`config.mk`:
```
export PLATFORM = sky130hd
export DESIGN_NAME = led_pulse_mode_sequencer_core_flat
export DESIGN_NICKNAME = d
export VERILOG_FILES = /design/src/sv/lpms_pkg.sv /design/src/sv/lpms_if.sv /design/src/sv/led_pulse_mode_sequencer_core.sv /design/src/flat_wrapper.sv
export SDC_FILE = /design/constraint.sdc
export NUM_CORES = 1
export LEC_CHECK = 0
export ABC_AREA = 1
export ABC_CLOCK_PERIOD_IN_PS = 3800
export BUFFER_PORTS_ARGS = -buffer_cell sky130_fd_sc_hd__buf_2
export CAP_MARGIN = 20
export CORE_MARGIN = 5
export CORE_UTILIZATION = 30
export DETAILED_ROUTE_END_ITERATION = 8
export SLEW_MARGIN = 10
export SYNTH_ARGS = -nofsm -noshare
export SYNTH_HDL_FRONTEND = slang
export SYNTH_SLANG_ARGS = --single-unit
```
`constraint.sdc`:
```
create_clock -name clock -period 3.8 [get_ports clock]
set_input_delay 0.19 -clock clock [delete_from_list [all_inputs] [get_ports clock]]
set_output_delay 0.19 -clock clock [all_outputs]
set_load 0.01 [all_outputs]
```
`src/sv/lpms_pkg.sv`:
```
package lpms_pkg;

   localparam int REG_W          = 16;
   localparam int TIME_BITS_DEF  = 16;
   localparam int CSR_IDX_W      = 2;

   localparam logic [REG_W-1:0] PULSE_LENGTH_RST  = 16'd100;
   localparam logic [REG_W-1:0] PULSE_PERIOD_RST  = 16'd1000;
   localparam logic [REG_W-1:0] STROBE_LENGTH_RST = 16'd200;

   typedef enum logic [CSR_IDX_W-1:0] {
      CSR_PULSE_LENGTH  = 2'd0,
      CSR_PULSE_PERIOD  = 2'd1,
      CSR_STROBE_LENGTH = 2'd2
   } csr_index_type;

   typedef enum logic [2:0] {
      MODE_OFF          = 3'd0,
      MODE_FLASH_YELLOW = 3'd1,
      MODE_GREEN        = 3'd2,
      MODE_BLUE         = 3'd3,
      MODE_STROBE       = 3'd4,
      MODE_FLASH        = 3'd5
   } mode_type;

endpackage

```
`src/sv/lpms_if.sv`:
```
interface lpms_req_if;
   logic       valid;
   logic       ready;
   logic       kind;
   logic [2:0] new_mode;

   modport source (output valid, output kind, output new_mode, input ready);
   modport sink   (input valid, input kind, input new_mode, output ready);
endinterface

interface lpms_rsp_if;
   logic       valid;
   logic       ready;
   logic [2:0] led_drive;
   logic       drive_changed;
   logic       strobing;

   modport source (output valid, output led_drive, output drive_changed,
                   output strobing, input ready);
   modport sink   (input valid, input led_drive, input drive_changed,
                   input strobing, output ready);
endinterface

```
`src/sv/led_pulse_mode_sequencer_core.sv`:
```
// A word accepted at one clock edge shows its result word on rsp_ch, held in the
// result register, right after that edge.
// Throughput: one word per cycle; the result register frees itself in the same
// cycle it is taken, so req_ch stalls only while rsp_ch is stalled.
// Reset (synchronous, active high): mode and saved mode off, elapsed count and
// lit flag cleared, registers back to 100 / 1000 / 200 ms, result word dropped.
module led_pulse_mode_sequencer_core
   import lpms_pkg::*;
#(
   parameter int TIME_BITS = TIME_BITS_DEF
) (
   input  logic                 clock,
   input  logic                 reset,
   lpms_req_if.sink             req_ch,
   lpms_rsp_if.source           rsp_ch,
   input  logic                 csr_we,
   input  logic [CSR_IDX_W-1:0] csr_index,
   input  logic [REG_W-1:0]     csr_wdata
);

   localparam int CMP_W = (TIME_BITS > REG_W) ? TIME_BITS : REG_W;
   localparam logic [TIME_BITS-1:0] TIME_MAX = {TIME_BITS{1'b1}};

   logic [REG_W-1:0]     pulse_length_ff, pulse_period_ff, strobe_length_ff;
   mode_type             mode_ff, mode_in;
   mode_type             saved_mode_ff, saved_mode_in;
   mode_type             drive_ff, drive_in;
   logic [TIME_BITS-1:0] elapsed_ff, elapsed_in;
   logic                 lit_ff, lit_in;
   logic                 changed;

   logic                 rsp_valid_ff;
   logic [2:0]           rsp_drive_ff;
   logic                 rsp_changed_ff, rsp_strobing_ff;

   logic                 accept;
   logic [TIME_BITS-1:0] elapsed_inc;
   logic [CMP_W-1:0]     elapsed_ext, length_ext, period_ext, strobe_ext;
   logic                 length_hit, period_hit, strobe_hit;

   assign req_ch.ready = !rsp_valid_ff || rsp_ch.ready;
   assign accept       = req_ch.valid && req_ch.ready;

   assign elapsed_inc = (elapsed_ff == TIME_MAX) ? elapsed_ff : elapsed_ff + 1'b1;
   assign elapsed_ext = CMP_W'(elapsed_inc);
   assign length_ext  = CMP_W'(pulse_length_ff);
   assign period_ext  = CMP_W'(pulse_period_ff);
   assign strobe_ext  = CMP_W'(strobe_length_ff);
   assign length_hit  = elapsed_ext >= length_ext;
   assign period_hit  = elapsed_ext >= period_ext;
   assign strobe_hit  = elapsed_ext >= strobe_ext;

   always_comb begin
      mode_in       = mode_ff;
      saved_mode_in = saved_mode_ff;
      drive_in      = drive_ff;
      elapsed_in    = elapsed_ff;
      lit_in        = lit_ff;
      changed       = 1'b0;
      if (req_ch.kind) begin
         // ignore undefined mode codes
         if (req_ch.new_mode <= MODE_FLASH) begin
            if (mode_type'(req_ch.new_mode) == MODE_STROBE && mode_ff != MODE_STROBE) begin
               saved_mode_in = mode_ff;
            end
            mode_in    = mode_type'(req_ch.new_mode);
            drive_in   = mode_type'(req_ch.new_mode);
            elapsed_in = '0;
            lit_in     = mode_type'(req_ch.new_mode) != MODE_OFF &&
                         mode_type'(req_ch.new_mode) != MODE_STROBE;
            changed    = 1'b1;
         end
      end else begin
         elapsed_in = elapsed_inc;
         case (mode_ff)
            MODE_FLASH_YELLOW, MODE_FLASH: begin
               if (lit_ff && length_hit) begin
                  drive_in = MODE_OFF;
                  lit_in   = 1'b0;
                  changed  = 1'b1;
               end else if (!lit_ff && period_hit) begin
                  drive_in   = mode_ff;
                  lit_in     = 1'b1;
                  elapsed_in = '0;
                  changed    = 1'b1;
               end
            end
            MODE_GREEN, MODE_BLUE: begin
               if (lit_ff && length_hit) begin
                  drive_in = MODE_OFF;
                  lit_in   = 1'b0;
                  changed  = 1'b1;
               end
            end
            MODE_STROBE: begin
               // restore the earlier mode as if freshly commanded
               if (strobe_hit) begin
                  mode_in    = saved_mode_ff;
                  drive_in   = saved_mode_ff;
                  elapsed_in = '0;
                  lit_in     = saved_mode_ff != MODE_OFF;
                  changed    = 1'b1;
               end
            end
            default: begin
            end
         endcase
      end
   end

   always_ff @(posedge clock) begin
      if (reset) begin
         pulse_length_ff  <= PULSE_LENGTH_RST;
         pulse_period_ff  <= PULSE_PERIOD_RST;
         strobe_length_ff <= STROBE_LENGTH_RST;
      end else if (csr_we) begin
         case (csr_index)
            CSR_PULSE_LENGTH:  pulse_length_ff  <= csr_wdata;
            CSR_PULSE_PERIOD:  pulse_period_ff  <= csr_wdata;
            CSR_STROBE_LENGTH: strobe_length_ff <= csr_wdata;
            default: begin
            end
         endcase
      end
   end

   always_ff @(posedge clock) begin
      if (reset) begin
         mode_ff       <= MODE_OFF;
         saved_mode_ff <= MODE_OFF;
         drive_ff      <= MODE_OFF;
         elapsed_ff    <= '0;
         lit_ff        <= 1'b0;
         rsp_valid_ff  <= 1'b0;
      end else begin
         if (accept) begin
            mode_ff       <= mode_in;
            saved_mode_ff <= saved_mode_in;
            drive_ff      <= drive_in;
            elapsed_ff    <= elapsed_in;
            lit_ff        <= lit_in;
            rsp_valid_ff  <= 1'b1;
         end else if (rsp_ch.ready) begin
            rsp_valid_ff <= 1'b0;
         end
      end
   end

   // result word payload: load on accept, hold otherwise
   always_ff @(posedge clock) begin
      if (accept) begin
         rsp_drive_ff    <= drive_in;
         rsp_changed_ff  <= changed;
         rsp_strobing_ff <= mode_in == MODE_STROBE;
      end
   end

   assign rsp_ch.valid         = rsp_valid_ff;
   assign rsp_ch.led_drive     = rsp_drive_ff;
   assign rsp_ch.drive_changed = rsp_changed_ff;
   assign rsp_ch.strobing      = rsp_strobing_ff;

   a_saved_not_strobe: assert property (@(posedge clock) disable iff (reset)
      saved_mode_ff != MODE_STROBE)
      else $error("saved mode holds strobe");

   a_lit_drive: assert property (@(posedge clock) disable iff (reset)
      lit_ff |-> drive_ff == mode_ff)
      else $error("lit but drive differs from mode");

   a_strobe_drive: assert property (@(posedge clock) disable iff (reset)
      rsp_valid_ff && rsp_strobing_ff |-> rsp_drive_ff == MODE_STROBE)
      else $error("strobing word without strobe pattern");

   a_cmd_changed: assert property (@(posedge clock) disable iff (reset)
      accept && req_ch.kind && req_ch.new_mode <= MODE_FLASH
      |=> rsp_valid_ff && rsp_changed_ff)
      else $error("valid command did not flag a change");

endmodule
```
`src/flat_wrapper.sv`:
```
// flat-port wrapper written by rule: the top's interface ports become plain ports
module led_pulse_mode_sequencer_core_flat import lpms_pkg::*;
#(
   parameter int TIME_BITS = TIME_BITS_DEF
)
  (clock, reset, csr_we, csr_index, csr_wdata, req_ch_valid, req_ch_kind, req_ch_new_mode, req_ch_ready, rsp_ch_valid, rsp_ch_led_drive, rsp_ch_drive_changed, rsp_ch_strobing, rsp_ch_ready);
  lpms_req_if req_ch_i ();
  lpms_rsp_if rsp_ch_i ();
  input  logic clock;
  input  logic reset;
  input  logic csr_we;
  input  logic [CSR_IDX_W-1:0] csr_index;
  input  logic [REG_W-1:0] csr_wdata;
  input wire logic [$bits(req_ch_i.valid)-1:0] req_ch_valid;
  input wire logic [$bits(req_ch_i.kind)-1:0] req_ch_kind;
  input wire logic [$bits(req_ch_i.new_mode)-1:0] req_ch_new_mode;
  output wire logic [$bits(req_ch_i.ready)-1:0] req_ch_ready;
  output wire logic [$bits(rsp_ch_i.valid)-1:0] rsp_ch_valid;
  output wire logic [$bits(rsp_ch_i.led_drive)-1:0] rsp_ch_led_drive;
  output wire logic [$bits(rsp_ch_i.drive_changed)-1:0] rsp_ch_drive_changed;
  output wire logic [$bits(rsp_ch_i.strobing)-1:0] rsp_ch_strobing;
  input wire logic [$bits(rsp_ch_i.ready)-1:0] rsp_ch_ready;
  assign req_ch_i.valid = req_ch_valid;
  assign req_ch_i.kind = req_ch_kind;
  assign req_ch_i.new_mode = req_ch_new_mode;
  assign req_ch_ready = req_ch_i.ready;
  assign rsp_ch_valid = rsp_ch_i.valid;
  assign rsp_ch_led_drive = rsp_ch_i.led_drive;
  assign rsp_ch_drive_changed = rsp_ch_i.drive_changed;
  assign rsp_ch_strobing = rsp_ch_i.strobing;
  assign rsp_ch_i.ready = rsp_ch_ready;
  led_pulse_mode_sequencer_core #(.TIME_BITS(TIME_BITS)) u_core (.clock(clock), .reset(reset), .req_ch(req_ch_i), .rsp_ch(rsp_ch_i), .csr_we(csr_we), .csr_index(csr_index), .csr_wdata(csr_wdata));
endmodule
```
==> After elaboration in Yosys (flattened, before gate mapping) <==
Index checks and enable logic that the tools add are counted.
{ "word_totals": {"register_bits": 80, "input_bits": 27, "out_inout_bits": 7, "wordCells": 88} }
{ "op_classes": {"n_addsub": 1, "magnitude_cmp": 4, "n_eq_ne": 16, "muxes": 34, "n_reduce_logical": 21} }
{ "ops": {"columns": ["op", "n"], "rows": [
  ["16-bit 2-to-1 mux", 6],
  ["16-bit >= comparator", 3],
  ["16-bit one-hot mux with 2 select lines", 1],
  ["3-bit 2-to-1 mux", 10],
  ["16-bit by 1-bit adder with 16-bit output (second input constant)", 1],
  ["16-bit == test (second input constant)", 1],
  ["1-bit 2-to-1 mux", 14],
  ["3-bit == test (second input constant)", 4],
  ["3-bit one-hot mux with 3 select lines", 1],
  ["2-bit AND reduction", 4],
  ["3-bit by 2-bit == test with 1-bit output (second input constant)", 2],
  ["3-bit by 2-bit inequality test with 1-bit output (second input constant)", 2],
  ["3-bit inequality test (second input constant)", 2],
  ["1-bit one-hot mux with 3 select lines", 2],
  ["6-bit AND reduction", 1],
  ["3-bit nonzero test", 2],
  ["1-bit logical AND", 5],
  ["4-bit by 2-bit inequality test with 1-bit output (second input constant)", 1],
  ["4-bit AND reduction", 1],
  ["4-bit nonzero test", 1],
  ["2-bit OR reduction", 2],
  ["3-bit by 1-bit == test with 1-bit output (second input constant)", 1],
  ["3-bit <= comparator (second input constant)", 1],
  ["2-bit by 1-bit == test with 1-bit output (second input constant)", 1],
  ["other kinds (6)", 7]
]} }

==> Depth between registers and ports, before layout <==
{ "depth": {"depth_word": 8, "ltp_mapped": 27, "depth_no_buf": 27} }

==> Worst setup path after synthesis <==
No wires, ideal clock.
{ "synth_path": {"kind": "reg-to-reg", "start": "reg u_core.elapsed_ff[0]", "end": "reg u_core.elapsed_ff[5]", "setup_ns": 0.067, "arrival_ns": 3.027, "required_time_ns": 3.733, "path_slack_ns": 0.706, "path_stages_with_launch": 24, "path_buffers": 1, "period_less_slack_ns": 3.094, "path_cell_list": "dfxtp_1 ha_1 nand3_2 nor3_2 nand3_2 nor3_2 nand2_1 nand3_1 xnor2_1 ha_1 nand2_1 inv_1 nand2_1 nand2_1 nor2_1 nand2_1 nand2_1 nand2_1 nand3_1 nand3_1 a21oi_2 buf_4 nand2_1 a21oi_2"} }
{ "synth_between": {"elab_chain_cells": 8, "elab_cells_between_ends": 13, "classes_between": "add/sub: 1; order compare: 3; eq/ne: 1; mux: 6; reduce/logical: 2"} }
{ "synth_rtl": {"columns": ["item", "line_no", "text"], "rows": [
  ["start: declaration", "led_pulse_mode_sequencer_core.sv:28", "logic [TIME_BITS-1:0] elapsed_ff, elapsed_in;"],
  ["start signal: assignment", "led_pulse_mode_sequencer_core.sv:140", "elapsed_ff <= elapsed_in;"],
  ["16-bit by 1-bit adder with 16-bit output / 16-bit == test (equally long branches)", "led_pulse_mode_sequencer_core.sv:44", "assign elapsed_inc = (elapsed_ff == TIME_MAX) ? elapsed_ff : elapsed_ff + 1'b1;"],
  ["16-bit 2-to-1 mux *", "led_pulse_mode_sequencer_core.sv:44", null],
  ["16-bit >= comparator", "led_pulse_mode_sequencer_core.sv:50", "assign period_hit = elapsed_ext >= period_ext;"],
  ["1-bit logical AND", "led_pulse_mode_sequencer_core.sv:81", "end else if (!lit_ff && period_hit) begin"],
  ["16-bit 2-to-1 mux", "led_pulse_mode_sequencer_core.sv:81", null],
  ["16-bit 2-to-1 mux", "led_pulse_mode_sequencer_core.sv:77", "if (lit_ff && length_hit) begin"],
  ["16-bit one-hot mux with 2 select lines *", "led_pulse_mode_sequencer_core.sv:75", "case (mode_ff)"],
  ["16-bit 2-to-1 mux *", "led_pulse_mode_sequencer_core.sv:60", "if (req_ch.kind) begin"]
]} }
Mark *: on every way between the ends. The rest lies on a longest branch, timed or not.
A chain may end at the register's enable or synchronous reset.

==> Worst setup path in the final report <==
{ "layout_path": {"start": "reg u_core.elapsed_ff[0]", "end": "reg u_core.rsp_changed_ff, in the netlist u_core.rsp_ch.drive_changed (data pin)"} }
{ "layout_between": {"elab_chain_cells": 8, "elab_cells_between_ends": 14, "classes_between": "add/sub: 1; order compare: 3; eq/ne: 1; mux: 7; reduce/logical: 2"} }
{ "layout_rtl": {"columns": ["item", "line_no", "text"], "rows": [
  ["16-bit by 1-bit adder with 16-bit output / 16-bit == test (equally long branches)", "led_pulse_mode_sequencer_core.sv:44", null],
  ["16-bit 2-to-1 mux *", "led_pulse_mode_sequencer_core.sv:44", null],
  ["16-bit >= comparator", "led_pulse_mode_sequencer_core.sv:50", null],
  ["1-bit logical AND", "led_pulse_mode_sequencer_core.sv:81", null],
  ["1-bit 2-to-1 mux", "led_pulse_mode_sequencer_core.sv:81", null],
  ["1-bit 2-to-1 mux", "led_pulse_mode_sequencer_core.sv:77", null],
  ["1-bit one-hot mux with 3 select lines *", "led_pulse_mode_sequencer_core.sv:75", null],
  ["1-bit 2-to-1 mux *", "led_pulse_mode_sequencer_core.sv:60", null],
  ["named net u_core.changed", "led_pulse_mode_sequencer_core.sv:30", "logic changed;"],
  ["end signal: assignment", "led_pulse_mode_sequencer_core.sv:153", "rsp_changed_ff <= changed;"],
  ["end: declaration", "led_pulse_mode_sequencer_core.sv:34", "logic rsp_changed_ff, rsp_strobing_ff;"]
]} }
Mark *: on every way through the listed nets, which the timed path passes. The rest lies on a longest branch.

==> impl_metrics.yaml <==
setup_path:
  end_kind: "register"
  r2r-end: "u_core.rsp_ch.drive_changed$_DFFE_PP_"
  r2r_cells: 20
  cp-startpoint: "u_core.elapsed_ff[0]$_SDFFE_PP0P_"
  critical_path_class: "reg2reg"
  rrSetupSlack_ns: 0.30
  startpoint_type: "register"
  path_max_fanout: 5
  worst_path_max_delay_cell: "dfxtp_2"
  required_ns: 3.88
  crit_chain: "ha_2, nand3_2, nor3_4, nand3_2, nor2_2, nand2_2, nor2_4, nor3_2, nand3b_1, nand2_2, ha_1, a21oi_1, o21ai_0, a21oi_2, nand3_1, nand2_2, nand2_1, a21oi_1, and2_1, o21ai_0"
  worstPathArrival_ns: 3.58
  crit_path_end: "u_core.rsp_ch.drive_changed$_DFFE_PP_"
  r2r_start: "u_core.elapsed_ff[0]$_SDFFE_PP0P_"
  max_stage_delay_ns: 0.38
  cpMostUsedCell: "nand2_2"
placed_design:
  place_ws_ns: 0.193
  dpl.hpwl_mm: 8.58
  place_congestion: 0.820
  dp.cells: 909
  io_buffers: 33
power:
  intPower_uw: 1440
  clock_power_share_pct: 42.3
  power.density_mw_per_mm2: 354
  switching_share_pct: 26.5
  p_total_uw: 1960
  p_leak_uw: 0.00264
  ir_worst_vdd_mv: 0.206
  p_sw_uw: 521
  seqPwrFrac_pct: 46.2
  p_comb_share_pct: 11.6
die:
  dieArea_sq_mm: 0.0187
  num_io_pins: 34
  rows: 46
  die_y_um: 137
  die_x_um: 137
  core_area_sq_mm: 0.0158
  initial_core_util_pct: 30.5
clock_tree:
  cts_buffer_depth: 2
  cts_sinks: 80
  clk_pin_slew_ns: 0.06
  clock_latency_ns: 0.35
  root_buffer: "clkbuf_16"
  post_cts.repair.setup_buffers: 0
  cts.htree.levels: 3
  tritoncts: "done"
  cts_made_buffers: 9
yosys:
  synth-main-ff-cell: "dfxtp_1"
  synth_area_leaders: "dfxtp_1 31%, ha_1 13%, nand2_1 12%"
  synth_edf_count: 5
  yosysTopAreaCell: "dfxtp_1"
  syn_inst: 675
  synth_seq_cells: 80
  synth_warnings: 0
  synth.most_common_cell: "nand2_1"
  ys_types: 41
  yosysTopAreaCellShare_pct: 31.1
  synthArstFlopShare_pct: 0
  syn_area_per_cell_sq_um: 7.16
  synth_commonest_cells: "149 x nand2_1, 100 x inv_1, 81 x a21oi_1"
  syn-num-nets: 751
  synth_seq_area_share_pct: 34.2
  synth_area_sq_mm: 0.00483
global_route:
  grt_max_degree: 49
  antenna_found_initial: 0
  grt_pass1_wl_mm: 19.4
  overflow: 0
  grt_pass1_vias: 4008
  grt_use_total_pct: 13.1
worst_hold_path:
  hold_class: "in2reg"
cells_and_area:
  finalNetCount: 780
  fin_cells: 924
  drive_gt1_share_pct: 13.1
  diodes: 0
  area_growth_pct: 14.6
  post-route-util_pct: 35.0
timing:
  hold_violations: 0
  setup_slack_ns: 0.300
  skew_ns: 0.0123
  final-setup-viol-count: 0
  slew_headroom_pct: 35.1
  worst_slew_pin_slew_ns: 0.969
  rsz0062_at_grt: "no"
  period_share_pct: 92.1
  final.setup.tns_ns: 0
  clock.fmax_mhz: 286
  slew_violations: 0
  fin_crit_ns: 3.50
detailed_routing:
  wl_per_cell_um: 12.5
  drc: 0
  wirelength_mm: 11.5
  vias_per_cell: 4.61
  dr.pass1.iters: 4
  drtIter0Drc: 232
  ant_nets: 0
  vias: 4263
run:
  cap_viol_max_count: 0
run_status:
  status: "finished clean"
state kept, by name (all words and copies together) (netlist names):
name and count:
u_core.saved_mode_ff 3, u_core.mode_ff 3, u_core.length_ext 16, u_core.strobe_ext 16, u_core.rsp_ch.strobing 1, u_core.rsp_ch.valid 1, u_core.lit_ff 1, u_core.rsp_ch.led_drive 3
u_core.period_ext 16, u_core.rsp_ch.drive_changed 1, u_core.elapsed_ff 16, u_core.drive_ff 3
worst max-delay path: cells and delay by family (launching register included):
kind	cells	cell delay, ns
flip-flops	1	0.38
AND/OR/NAND/NOR	13	1.61
AO/OA/AOI/OAI	5	0.72
adder cells (fa/ha/maj)	2	0.54
per-layer routing:
| metal | up-vias | part of all wire [%] | track usage, % |
|---|---|---|---|
| met4 | 0 | 1.8 | 5.38 |
| met3 | 11 | 3.1 | 2.79 |
| li1 | 2265 | - | - |
| met5 | - | 0 | 0 |
| met2 | 65 | 47 | 21.2 |
| met1 | 1922 | 48 | 16.9 |
power by group through the flow:
stage	Clock (uW)	Sequential [uW]	Combinational, uW
after floorplan	0	923	156
after global placement	0	924	225
after detailed placement	0	924	227
after CTS	860	905	229
after global routing	895	910	264
final	829	906	227
cell families (layout without fill, tap and decap cells):
| kind of cell | Yosys count | count (layout) | synth area share [%] |
|---|---|---|---|
| xor gates and xnor gates | 8 | 8 | 1.45 |
| AOI/OAI and AO/OA | 164 | 164 | 18.6 |
| buffers and inverters | 121 | 154 | 9.69 |
| DFF | 80 | 80 | 34.2 |
| and+or+nand+nor | 253 | 253 | 23.3 |
| adders and majority gates | 49 | 49 | 12.7 |
timing repair:
| action | CTS | global route |
|---|---|---|
| resized for setup | 0 | 12 |
| hold buffers | 0 | 0 |
| endpoints found under the setup margin | 0 | 27 |
worst min path at each step:
stage | start | endpoint | slack (ns) | cells past startpoint
final | csr_wdata[7] | u_core.period_ext[7]$_SDFFE_PP1P_ | 0.09 | 3
after global routing | csr_wdata[5] | u_core.period_ext[5]$_SDFFE_PP1P_ | 0.10 | 3
after CTS | csr_wdata[7] | u_core.period_ext[7]$_SDFFE_PP1P_ | 0.07 | 3
after detailed placement | csr_wdata[7] | u_core.period_ext[7]$_SDFFE_PP1P_ | 0.44 | 3
after global placement | csr_wdata[9] | u_core.period_ext[9]$_SDFFE_PP1P_ | 0.44 | 3
after floorplan | csr_wdata[2] | u_core.length_ext[2]$_SDFFE_PP1P_ | 0.32 | 2
cells in the final DEF (no fill, tap or decap), types with 2 or more instances in the layout:
cell / n
a21oi_1: 80
a21oi_2: 8
buf_2: 33
buf_4: 2
clkbuf_16: 9
clkbuf_8: 2
clkinv_2: 2
dfxtp_1: 73
dfxtp_2: 2
edfxtp_1: 5
ha_1: 48
inv_1: 100
inv_2: 2
nand2_1: 147
nand2_2: 11
nand3_1: 21
nand3_2: 3
nand4_1: 6
nor2_1: 43
nor2_2: 2
nor3_1: 7
nor3_2: 2
nor3_4: 2
o211ai_1: 12
o21a_1: 2
o21ai_0: 55
o21bai_1: 2
xnor2_1: 2
xnor2_2: 2
xor2_1: 4
layout make-up:
cell class                      instances  area, sq um
Multi-Input combinational cell        474         2760
Sequential cell                        80         1650
Fill cell                            1694        10300
Timing Repair Buffer                   35          180
Inverter                              104          392
Clock buffer                           11          253
Clock inverter                          4         27.5
Tap cell                              216          270
metrics by stage:
stage / cell area (sq um) / hold slack, ns
finish: 5540 / 0.0927
global route: 5540 / 0.101
detailed placement: 5200 / 0.442
floorplan: 4830 / 0.320
global placement: 5200 / 0.441
CTS: 5480 / 0.0730
Power figures use the tool's default switching activity.
